--- src/mvsm_pkg.sv ---
// Package for the multi-voice sample mixer.
// Holds action and status codes, shared widths and the front-to-back job type.
package mvsm_pkg;

   localparam int STEP_W = 36;
   localparam int POS_W  = 52;
   localparam int LEN_W  = 17;
   localparam logic [LEN_W-1:0] MAX_LEN = 17'd65536;

   // Configuration register indexes
   localparam logic CSR_MIN_STEP = 1'b0;
   localparam logic CSR_MAX_STEP = 1'b1;

   typedef enum logic [1:0] {
      ACT_WRITE  = 2'd0,
      ACT_DEFINE = 2'd1,
      ACT_TRIG   = 2'd2,
      ACT_RENDER = 2'd3
   } action_type;

   typedef enum logic [1:0] {
      ST_OK      = 2'd0,
      ST_FULL    = 2'd1,
      ST_INVALID = 2'd2
   } status_type;

   // One classified job passed from front to back.
   typedef struct packed {
      action_type  action;
      logic [15:0] mem_address;
      logic [15:0] sample_value;
      logic [5:0]  sound_id;
      logic [15:0] sound_start;
      logic [16:0] sound_length;
      logic [35:0] step;
      logic [15:0] gain;
      logic        block_start;
      logic [1:0]  status;
   } job_type;

endpackage

--- src/mvsm_fifo.sv ---
// Two-entry job queue between front and back ends.
// Depends on mvsm_pkg.
module mvsm_fifo (
   input  logic              clock,
   input  logic              reset,
   input  logic              in_valid,
   output logic              in_ready,
   input  mvsm_pkg::job_type in_job,
   output logic              out_valid,
   input  logic              out_ready,
   output mvsm_pkg::job_type out_job
);
   import mvsm_pkg::*;
   job_type q_ff [2];
   logic [1:0] cnt_ff;
   logic rd_ff, wr_ff;
   logic push, pop;
   assign in_ready  = (cnt_ff != 2'd2);
   assign out_valid = (cnt_ff != 2'd0);
   assign out_job   = q_ff[rd_ff];
   assign push = in_valid && in_ready;
   assign pop  = out_valid && out_ready;
   always_ff @(posedge clock) begin
      if (reset) begin
         cnt_ff <= '0;
         rd_ff  <= 1'b0;
         wr_ff  <= 1'b0;
      end else begin
         if (push) begin
            q_ff[wr_ff] <= in_job;
            wr_ff <= ~wr_ff;
         end
         if (pop) rd_ff <= ~rd_ff;
         cnt_ff <= cnt_ff + {1'b0, push} - {1'b0, pop};
      end
   end
endmodule

--- config.mk ---
export PLATFORM = sky130hd
export DESIGN_NAME = mvsm_fifo
export DESIGN_NICKNAME = d
export VERILOG_FILES = /design/src/mvsm_pkg.sv /design/src/mvsm_fifo.sv
export SDC_FILE = /design/constraint.sdc
export NUM_CORES = 1
export LEC_CHECK = 0
export ABC_AREA = 0
export BUFFER_PORTS_ARGS = -buffer_cell sky130_fd_sc_hd__buf_2
export CORE_ASPECT_RATIO = 1.1
export CORE_MARGIN = 2
export CORE_UTILIZATION = 56
export DETAILED_ROUTE_END_ITERATION = 12
export GPL_TIMING_DRIVEN = 0
export PLACE_DENSITY_LB_ADDON = 0.12
export SKIP_LAST_GASP = 1
export SLEW_MARGIN = 5
export SYNTH_ARGS = -nofsm -noshare
export SYNTH_HDL_FRONTEND = slang
export SYNTH_SLANG_ARGS = --single-unit
--- constraint.sdc ---
create_clock -name clock -period 18.7 [get_ports clock]
set_clock_uncertainty 0.15 [all_clocks]
set_input_delay 2.805 -clock clock [delete_from_list [all_inputs] [get_ports clock]]
set_output_delay 2.805 -clock clock [all_outputs]
set_load 0.01 [all_outputs]
==> results_dict.tcl <==
set metrics [dict create \
    crit_type "reg2out" \
    wire_per_inst_um 18.6 \
    min_period_over_period_pct 25.3 \
    cts_tree "done" \
    startpoint_type "flip-flop" \
    regToRegEndpoint "q_ff[1][62]$_DFFE_PP_" \
    min_period_ns 4.74 \
    drtIter0Drc 291 \
    cts_buffer_depth 3 \
    antenna_found_initial 2 \
    avgSynthCellArea_sq_um 22.6 \
    drt_wl_total_um 18000 \
    drive_above_1_share_pct 61.8 \
    clk_pin_slew_worst_paths_ns 0.06 \
    htree_levels 1 \
    io_pins 262 \
    power.density_mw_per_mm2 123 \
    nets 870 \
    postCtsHoldBufs 0 \
    layout_commonest_cell "buf_2" \
    gp_congestion 0.712 \
    ant_nets 0 \
    reg2reg_depth 8 \
    cp-end-kind "primary output" \
    post-route-util_pct 72.1 \
    final_cell_mix "buf_2 (261), edfxtp_1 (256), mux2_2 (129), clkbuf_16 (27), buf_6 (19)" \
    synthesis.instances 422 \
    dp_hpwl_um 13000 \
    setup_violations 0 \
    synth_cell_type_count 17 \
    cp_max_fo 10 \
    grt_max_degree 15 \
    clkSinkCount 261 \
    p_leak_nw 4.57 \
    worst_pin_slew_ns 0.915 \
    cts_resized 0 \
    area_growth_pct 27.3 \
    vias 4992 \
    netlist_area_sq_mm 0.00954 \
    p_total_mw 1.50 \
    fin_tns_setup_ns 0 \
    crit_path_end "out_job[77]" \
    core_area_sq_mm 0.0168 \
    fmax_mhz 211 \
    slew_viol_final 0 \
    n_fill_cell 1099 \
    rsz0062_at_grt "false" \
    slew_headroom_pct 38.6 \
    design.die.area_sq_mm 0.0181 \
    fp.dieH_um 141 \
    clk_latency_ns 0.50 \
    via_per_inst 5.17 \
    cts_setup_buffers 0 \
    status "finished clean" \
    grt_first_pass_wirelength_um 26800 \
    grt_use_total_pct 19.3 \
    drt_first_pass_iters 4 \
    die_w_um 128 \
    crit_required_ns 15.75 \
    peakVddDrop_v 0.000116 \
    yosysSeqAreaShare_pct 81.7 \
    synth.yosys.warnings 0 \
    synth_nets 556 \
    drcViolationCount 0 \
    start_util_pct 56.7 \
    final-instance-count-excl-fill 966 \
    grt_pass1_vias 5447 \
    layout_setup_ws_ns 13.96 \
    dp_cells 916 \
    reg2reg_from "cnt_ff[0]$_SDFF_PP0_" \
    dp_slack_ns 13.56 \
    io_buffers 261 \
    hp-class "reg2reg" \
    rows 50 \
    cts_made_buffers 26 \
    cp.arrival_ns 1.78 \
    hold_viol_final 0 \
    maxCapViolations 0 \
    overflow 0 \
    cts_root_buf "clkbuf_16" \
    r2r_slack_ns 16.00 \
    ys_ff_latch 261 \
]
-- synthesized netlist by cell type (all sizes together) --
cell	count	area, sq um
inv	1	3.75
nor3	1	5.00
ha	2	25.0
mux2	129	1450
dfxtp	5	100
buf	6	67.6
nor3b	1	7.51
or2	1	6.26
nand2b	1	6.26
xor2	1	8.76
clkbuf	8	110
nand2	1	3.75
xnor2	2	17.5
nor2	4	15.0
o21a	1	7.51
edfxtp	256	7690
nor2b	2	12.5
-- kinds of logic (layout without fill, tap and decap cells) --
family                   count (synthesis)  after routing  share of synthesized area, %
flip-flops                             261            261                          81.7
multiplexers                           129            129                          15.2
buffers and inverters                   15            349                          1.90
AND/OR/NAND/NOR                         11             11                         0.590
XOR/XNOR                                 3              3                         0.276
adder cells (fa/ha/maj)                  2              2                         0.262
AO/OA/AOI/OAI                            1              1                        0.0787
other                                    0              2                             0
-- per-layer routing --
layer	up-vias	global-route usage, %	wire length, um
met2	197	34.3	9240
met4	0	7.35	449
met3	31	6.07	1660
met5	-	0	0
met1	2452	21.7	6620
li1	2312	-	-
-- cell type report --
type / count / area (sq um) / share of cell area (%)
sequential: 261 / 7790 / 64.2
multi-input combinational: 146 / 1580 / 13.0
timing repair buffer: 286 / 1560 / 12.8
clock buffer: 30 / 687 / 5.66
tap: 208 / 260 / 2.14
buffer: 14 / 178 / 1.46
clock inverter: 18 / 80.1 / 0.660
antenna: 2 / 5.00 / 0.0412
inverter: 1 / 3.75 / 0.0309
-- critical path, cell delays in order, from the launching register on --
cell and delay [ns]:
dfxtp_1 0.36, buf_6 0.21, clkbuf_8 0.21, mux2_2 0.34, buf_2 0.15
-- registers in the layout, summed over array words and instances (netlist names), named ones only --
register	flops
cnt_ff	2
wr_ff	1
rd_ff	1
q_ff	256
-- worst min-delay path by stage --
stage                                   from                  to  cells past startpoint
after floorplan           rd_ff$_SDFFE_PP0P_           flip-flop                      2
after global placement    rd_ff$_SDFFE_PP0P_  rd_ff$_SDFFE_PP0P_                      2
after detailed placement  rd_ff$_SDFFE_PP0P_           flip-flop                      2
after CTS                 rd_ff$_SDFFE_PP0P_           flip-flop                      2
after global routing      rd_ff$_SDFFE_PP0P_           flip-flop                      2
final                     rd_ff$_SDFFE_PP0P_           flip-flop                      2
-- stage by stage --
step	hold slack, ns	area (sq um)
floorplan	0.331	9540
global placement	0.346	11100
detailed placement	0.365	11400
CTS	0.380	12100
global route	0.413	12100
finish	0.383	12100
-- power by group --
group          switching, mW  internal (mW)
Sequential            0.0111          0.694
Clock                  0.198          0.261
Combinational          0.165          0.168
Total                  0.374           1.12
(Power assumes the default switching activity.)
