[config.mk]
export PLATFORM = sky130hd
export DESIGN_NAME = mvsm_front_flat
export DESIGN_NICKNAME = d
export VERILOG_FILES = /design/src/mvsm_pkg.sv /design/src/mvsm_req_if.sv /design/src/mvsm_front.sv /design/src/flat_wrapper.sv
export SDC_FILE = /design/constraint.sdc
export NUM_CORES = 1
export LEC_CHECK = 0
export BUFFER_PORTS_ARGS = -buffer_cell sky130_fd_sc_hd__buf_2
export CAP_MARGIN = 30
export CORE_UTILIZATION = 40
export CTS_CLUSTER_DIAMETER = 200
export CTS_CLUSTER_SIZE = 12
export DETAILED_ROUTE_END_ITERATION = 10
export HOLD_SLACK_MARGIN = 0.05
export PLACE_DENSITY = 0.75
export SETUP_SLACK_MARGIN = 0.3
export SLEW_MARGIN = 10
export SYNTH_ARGS = -nofsm -noshare
export SYNTH_HDL_FRONTEND = slang
export SYNTH_SLANG_ARGS = --single-unit
[constraint.sdc]
create_clock -name clock -period 8.5 [get_ports clock]
set_input_delay 2.125 -clock clock [delete_from_list [all_inputs] [get_ports clock]]
set_output_delay 2.125 -clock clock [all_outputs]
set_load 0.03 [all_outputs]
[src/mvsm_pkg.sv]
// Package for the multi-voice sample mixer.
// Holds action and status codes, shared widths and the front-to-back job type.
package mvsm_pkg;

   localparam int STEP_W = 36;
   localparam int POS_W  = 52;
   localparam int LEN_W  = 17;
   localparam logic [LEN_W-1:0] MAX_LEN = 17'd65536;

   // Configuration register indexes
   localparam logic CSR_MIN_STEP = 1'b0;
   localparam logic CSR_MAX_STEP = 1'b1;

   typedef enum logic [1:0] {
      ACT_WRITE  = 2'd0,
      ACT_DEFINE = 2'd1,
      ACT_TRIG   = 2'd2,
      ACT_RENDER = 2'd3
   } action_type;

   typedef enum logic [1:0] {
      ST_OK      = 2'd0,
      ST_FULL    = 2'd1,
      ST_INVALID = 2'd2
   } status_type;

   // One classified job passed from front to back.
   typedef struct packed {
      action_type  action;
      logic [15:0] mem_address;
      logic [15:0] sample_value;
      logic [5:0]  sound_id;
      logic [15:0] sound_start;
      logic [16:0] sound_length;
      logic [35:0] step;
      logic [15:0] gain;
      logic        block_start;
      logic [1:0]  status;
   } job_type;

endpackage

[src/mvsm_req_if.sv]
// Valid/ready channel interfaces for requests and responses.
// No dependencies.
interface mvsm_req_if;
   logic        valid;
   logic        ready;
   logic [1:0]  action;
   logic [15:0] mem_address;
   logic signed [15:0] sample_value;
   logic [5:0]  sound_id;
   logic [15:0] sound_start;
   logic [16:0] sound_length;
   logic [35:0] pitch_step;
   logic signed [15:0] gain;
   logic        block_start;
   modport source (output valid, action, mem_address, sample_value, sound_id, sound_start,
                   sound_length, pitch_step, gain, block_start, input ready);
   modport sink (input valid, action, mem_address, sample_value, sound_id, sound_start,
                 sound_length, pitch_step, gain, block_start, output ready);
endinterface


[src/mvsm_front.sv]
// Front end: accepts requests, validates triggers against the sound table,
// clamps pitch steps and pushes classified jobs. Depends on mvsm_pkg.
module mvsm_front #(
   parameter int SOUND_SLOTS = 64
) (
   input  logic                   clock,
   input  logic                   reset,
   mvsm_req_if.sink               req,
   input  logic [35:0]            min_step,
   input  logic [35:0]            max_step,
   output logic                   job_valid,
   input  logic                   job_ready,
   output mvsm_pkg::job_type      job
);
   import mvsm_pkg::*;

   localparam int SW = (SOUND_SLOTS > 1) ? $clog2(SOUND_SLOTS) : 1;

   logic [SOUND_SLOTS-1:0] defined_ff, defined_in;
   logic                   slot_ok;
   logic [35:0]            step_c;
   job_type                j;

   assign req.ready = job_ready;
   assign slot_ok = ({26'd0, req.sound_id} < 32'(SOUND_SLOTS)) &&
                    defined_ff[req.sound_id[SW-1:0]];

   always_comb begin
      step_c = req.pitch_step;
      if (step_c < min_step) step_c = min_step;
      if (step_c > max_step) step_c = max_step;
   end

   // ring occupancy is judged in the back end, in order with drains
   always_comb begin
      j = '0;
      j.action       = action_type'(req.action);
      j.mem_address  = req.mem_address;
      j.sample_value = req.sample_value;
      j.sound_id     = req.sound_id;
      j.sound_start  = req.sound_start;
      j.sound_length = (req.sound_length > MAX_LEN) ? MAX_LEN : req.sound_length;
      j.step         = step_c;
      j.gain         = req.gain;
      j.block_start  = req.block_start;
      j.status       = ST_OK;
      if (req.action == ACT_TRIG) begin
         if (!slot_ok) j.status = ST_INVALID;
      end
   end

   // Mirror of which slots are defined, for trigger validation.
   always_comb begin
      defined_in = defined_ff;
      if (req.valid && req.ready && req.action == ACT_DEFINE &&
          {26'd0, req.sound_id} < 32'(SOUND_SLOTS))
         defined_in[req.sound_id[SW-1:0]] = (req.sound_length != '0);
   end

   always_ff @(posedge clock) begin
      if (reset) defined_ff <= '0;
      else defined_ff <= defined_in;
   end

   assign job_valid = req.valid;
   assign job = j;
endmodule

[src/flat_wrapper.sv]
// flat-port wrapper written by rule: the top's interface ports become plain ports
module mvsm_front_flat import mvsm_pkg::*;
#(
   parameter int SOUND_SLOTS = 64
)
  (clock, reset, min_step, max_step, job_valid, job_ready, job, req_valid, req_action, req_mem_address, req_sample_value, req_sound_id, req_sound_start, req_sound_length, req_pitch_step, req_gain, req_block_start, req_ready);
  mvsm_req_if req_i ();
  input  logic clock;
  input  logic reset;
  input  logic [35:0] min_step;
  input  logic [35:0] max_step;
  output logic job_valid;
  input  logic job_ready;
  output mvsm_pkg::job_type job;
  input wire logic [$bits(req_i.valid)-1:0] req_valid;
  input wire logic [$bits(req_i.action)-1:0] req_action;
  input wire logic [$bits(req_i.mem_address)-1:0] req_mem_address;
  input wire logic [$bits(req_i.sample_value)-1:0] req_sample_value;
  input wire logic [$bits(req_i.sound_id)-1:0] req_sound_id;
  input wire logic [$bits(req_i.sound_start)-1:0] req_sound_start;
  input wire logic [$bits(req_i.sound_length)-1:0] req_sound_length;
  input wire logic [$bits(req_i.pitch_step)-1:0] req_pitch_step;
  input wire logic [$bits(req_i.gain)-1:0] req_gain;
  input wire logic [$bits(req_i.block_start)-1:0] req_block_start;
  output wire logic [$bits(req_i.ready)-1:0] req_ready;
  assign req_i.valid = req_valid;
  assign req_i.action = req_action;
  assign req_i.mem_address = req_mem_address;
  assign req_i.sample_value = req_sample_value;
  assign req_i.sound_id = req_sound_id;
  assign req_i.sound_start = req_sound_start;
  assign req_i.sound_length = req_sound_length;
  assign req_i.pitch_step = req_pitch_step;
  assign req_i.gain = req_gain;
  assign req_i.block_start = req_block_start;
  assign req_ready = req_i.ready;
  mvsm_front #(.SOUND_SLOTS(SOUND_SLOTS)) u_core (.clock(clock), .reset(reset), .req(req_i), .min_step(min_step), .max_step(max_step), .job_valid(job_valid), .job_ready(job_ready), .job(job));
endmodule
==> results.rst <==
.. list-table::
   :header-rows: 1

   * - Metric
     - Value
   * - Number of distinct library cell variants in the gate-level netlist after synthesis
     - 44
   * - Largest net degree at the start of global routing
     - between 60 and 70
   * - Number of violations of the max-capacitance limit
     - 0
   * - Share of synthesized registers carrying an async set or reset
     - 0
   * - P_leak
     - 3.94 nW
   * - Util after Layout
     - 0.561
   * - Detailed Route WL
     - around 20,000 um
   * - Class of the tightest hold or removal check
     - flip-flop to flip-flop
   * - Quantity of I/O buffers inserted on ports
     - 200
   * - Die outline area
     - between 15,000 and 20,000 sq um
   * - Maximum vdd ir drop
     - approximately 0.13 mV
   * - Critical Path End Type
     - output pin
   * - Count of filler cells inserted in the layout
     - between 1,000 and 1,500
   * - Layout Cell Area excl Fill
     - 8590 sq um
   * - Register with the highest flop count
     - u_core.defined_ff
   * - Synthesized net count
     - 1,014
   * - Min Clock Period, post-route
     - 8.67 ns
   * - Arrival time of the worst setup path
     - 6.55 ns
   * - Initial antenna violation count
     - 2
   * - Wire per inst
     - 18.2 um
   * - Start-to-end type of the worst setup path
     - input pin to output pin
   * - Row count
     - 45
   * - Clock latency of the later-clocked register in the worst-skew pair
     - approximately 0.33 ns
   * - Final Worst Setup Slack
     - -0.173 ns
   * - All-layer global routing usage
     - 0.230
   * - Number of enable flip-flop cells after synthesis
     - 0
   * - # clock sinks
     - 64
   * - Worst hold start
     - u_core.defined_ff[4]
   * - Number of endpoints failing setup at the final stage
     - 30
   * - Flip-flop count of the largest register after layout
     - 64
   * - Total number of nets in the final design
     - around 1,200
   * - Post-synthesis register bit count
     - 64
   * - Height of the chip
     - 128 um
   * - Crit path launch type
     - input pin
   * - Number of search-and-repair iterations in the first detailed-routing pass
     - 5
   * - Fraction of final layout cells with drive strength greater than 1
     - 0.452
   * - Clk pin slew, worst setup/hold paths
     - approximately 0.050 ns
   * - Instance area after placement
     - ~7500 sq um
   * - Power consumption
     - 1.27 mW
   * - Iteration-0 DRC Markers
     - 414
   * - Total number of vias
     - 6,263
   * - Via count of the first global-routing pass
     - 5,924
   * - Worst endpoint required time
     - 6.38 ns
   * - Total count of hold-check failures in the final report
     - 0
   * - Remaining DRCs
     - 0
   * - Number of H-tree levels
     - 3
   * - Measured slew at the worst slew-check pin
     - 0.912 ns
   * - Path depth of the worst reg2reg path
     - 2
   * - DRT antenna net count
     - 0
   * - TritonCTS clock tree
     - done
   * - Largest registers ranked by flip-flop count
     - u_core.defined_ff: 64 flops
   * - GPL Wtd Cong
     - 0.889
   * - Ys Warns
     - 0
   * - Maximum clock rate
     - 115 MHz
   * - Mapped Cells
     - 741
   * - Share of the clock period used by the worst path after layout
     - 1.02
   * - Hold path cells
     - 2
   * - Setup repair after global routing missed its margin
     - yes
   * - Failing checks
     - negative setup slack
   * - Width of the chip
     - 128 um
   * - Synth Area per Inst
     - 8.56 sq um
   * - Clock Root Buffer
     - clkbuf_16
   * - Worst Hold Path EP
     - u_core.defined_ff[4]
   * - Syn-to-layout area delta
     - 35.5%
   * - Clock skew
     - 0 ns
   * - Wire length of the first global-routing pass
     - 30,100 um
   * - Max FO, Critical Path
     - 7
   * - Num CTS Buffers
     - 9
   * - Initial standard-cell utilization of the core
     - 0.414
   * - Half-perimeter wire length after detailed placement
     - 13,700 um
   * - Number of max-slew violations in the final report
     - 0
   * - Reg-to-Reg Start
     - u_core.defined_ff[56]
   * - Deepest clock path buffer count
     - 2
   * - Total Neg Setup Slack
     - -3.97 ns
   * - Remaining global-route overflow
     - 0
   * - Post-synth top flop
     - dfxtp_1
   * - DP Worst Slack
     - -0.209 ns
   * - Run status
     - complete, but fails checks
   * - Headroom to the max-slew limit
     - 0.390
   * - Part of the Yosys area used for sequential elements
     - 0.202
   * - Pwr Density
     - 148 nW/um^2
   * - Worst reg2reg endpoint
     - u_core.defined_ff[56]
   * - Ports
     - 332
   * - Area of the mapped netlist
     - 6340 sq um
   * - Core Footprint
     - 15,300 sq um
   * - Setup slack of the worst register-to-register path
     - roughly 7.8 ns
   * - Per-cell via count in the routed design
     - 5.66
## timing repair
item,in CTS,in global routing
setup buffers,5,2
pin swaps,5,13
resized for setup,110,25
hold buffers,0,0
setup endpoints to repair,36,36
gates cloned,3,3
endpoints found under the hold margin,0,0
## report_power, final
group	internal, mW	leakage (nW)	switching, mW	total, mW
clock network	0.219	0.145	0.127	0.346
registers	0.301	0.515	0.000192	0.301
logic	0.313	3.28	0.307	0.620
## Yosys cell counts, types with 6 or more instances
| master | number | share of area |
|---|---|---|
| inv_1 | 73 | 0.043 |
| nor2_1 | 21 | 0.012 |
| a21o_1 | 15 | 0.018 |
| nand4_1 | 14 | 0.014 |
| mux2_1 | 21 | 0.037 |
| clkbuf_1 | 38 | 0.022 |
| nand2_1 | 15 | 0.0089 |
| a21oi_1 | 91 | 0.072 |
| nand3_1 | 7 | 0.0055 |
| nor4_1 | 8 | 0.0079 |
| and3_1 | 6 | 0.0059 |
| o21ai_0 | 11 | 0.0087 |
| ha_1 | 71 | 0.14 |
| dfxtp_1 | 64 | 0.20 |
| a311oi_1 | 66 | 0.091 |
| mux4_2 | 8 | 0.028 |
| mux2_2 | 56 | 0.099 |
| nand2b_1 | 6 | 0.0059 |
| buf_4 | 76 | 0.090 |
| mux2i_1 | 6 | 0.0095 |
| nor2b_1 | 21 | 0.021 |
## area by class of cell
type / count / area (sq um) / share of cell area
multi-input combinational: 481 / 4590 / 0.534
timing repair buffer: 259 / 1890 / 0.220
sequential: 64 / 1280 / 0.149
inverter: 73 / 279 / 0.0325
clock buffer: 13 / 270 / 0.0315
tap: 211 / 264 / 0.0307
clock inverter: 3 / 15.0 / 0.00175
antenna: 2 / 5.00 / 0.000583
## cells by family after synthesis
kind of cell | after synthesis | synth area share
buf+inv | 196 | 0.165
mux | 91 | 0.175
other cells | 1 | 0.000591
fa+ha+maj | 71 | 0.140
simple gates | 111 | 0.0949
flops | 64 | 0.202
compound gates | 207 | 0.223
## cells in the final DEF, fill, tap and decap left out, types with 6 or more instances in the layout
cell | Yosys | final
a21oi_1 | 91 | 87
ha_4 | 0 | 18
o21ai_0 | 11 | 6
clkbuf_16 | 0 | 11
nand2_1 | 15 | 15
dfxtp_1 | 64 | 64
nand2b_1 | 6 | 6
mux2_2 | 56 | 26
a21o_1 | 15 | 15
nor2_1 | 21 | 20
mux4_2 | 8 | 8
a311oi_1 | 66 | 66
buf_4 | 76 | 40
buf_6 | 3 | 43
ha_1 | 71 | 52
mux2_4 | 0 | 51
inv_1 | 73 | 69
nand4_1 | 14 | 14
nor2b_1 | 21 | 21
buf_2 | 2 | 163
nand3_1 | 7 | 7
## stage by stage
step / cells / hold slack, ns
after floorplan: 741 / 0.489
after global placement: 1068 / 0.499
after detailed placement: 1072 / 0.510
after CTS: 1096 / 0.516
after global routing: 1106 / 0.537
final: 1106 / 0.515
## worst max-delay path by stage
stage / cells after the start / slack, ns / start / endpoint
after detailed placement: 20 / -0.21 / min_step[2] / job[20]
after CTS: 23 / -0.08 / min_step[2] / job[20]
after global placement: 20 / -0.18 / min_step[2] / job[54]
after global routing: 21 / -0.31 / req_pitch_step[2] / job[53]
final: 22 / -0.17 / min_step[2] / job[53]
after floorplan: 17 / 0.22 / req_pitch_step[2] / job[45]
## routing by layer
metal,share of wire,GRT usage
met1,0.40,0.278
met2,0.52,0.410
met3,0.067,0.0463
met4,0.023,0.0678
met5,0,0
## critical path: stages
cell       delay, ns
buf_8           0.10
inv_6           0.04
ha_4            0.18
or3_4           0.39
o21ai_2         0.08
nor4_2          0.05
or4_4           0.44
a221oi_4        0.28
buf_6           0.16
buf_12          0.09
buf_12          0.13
mux2_4          0.33
ha_4            0.22
and3_4          0.18
a221o_1         0.38
a221oi_2        0.29
a211o_1         0.20
a21oi_4         0.09
buf_12          0.16
clkbuf_16       0.16
mux2_4          0.32
buf_6           0.14
No activity file was read; power rests on OpenSTA's default activity.
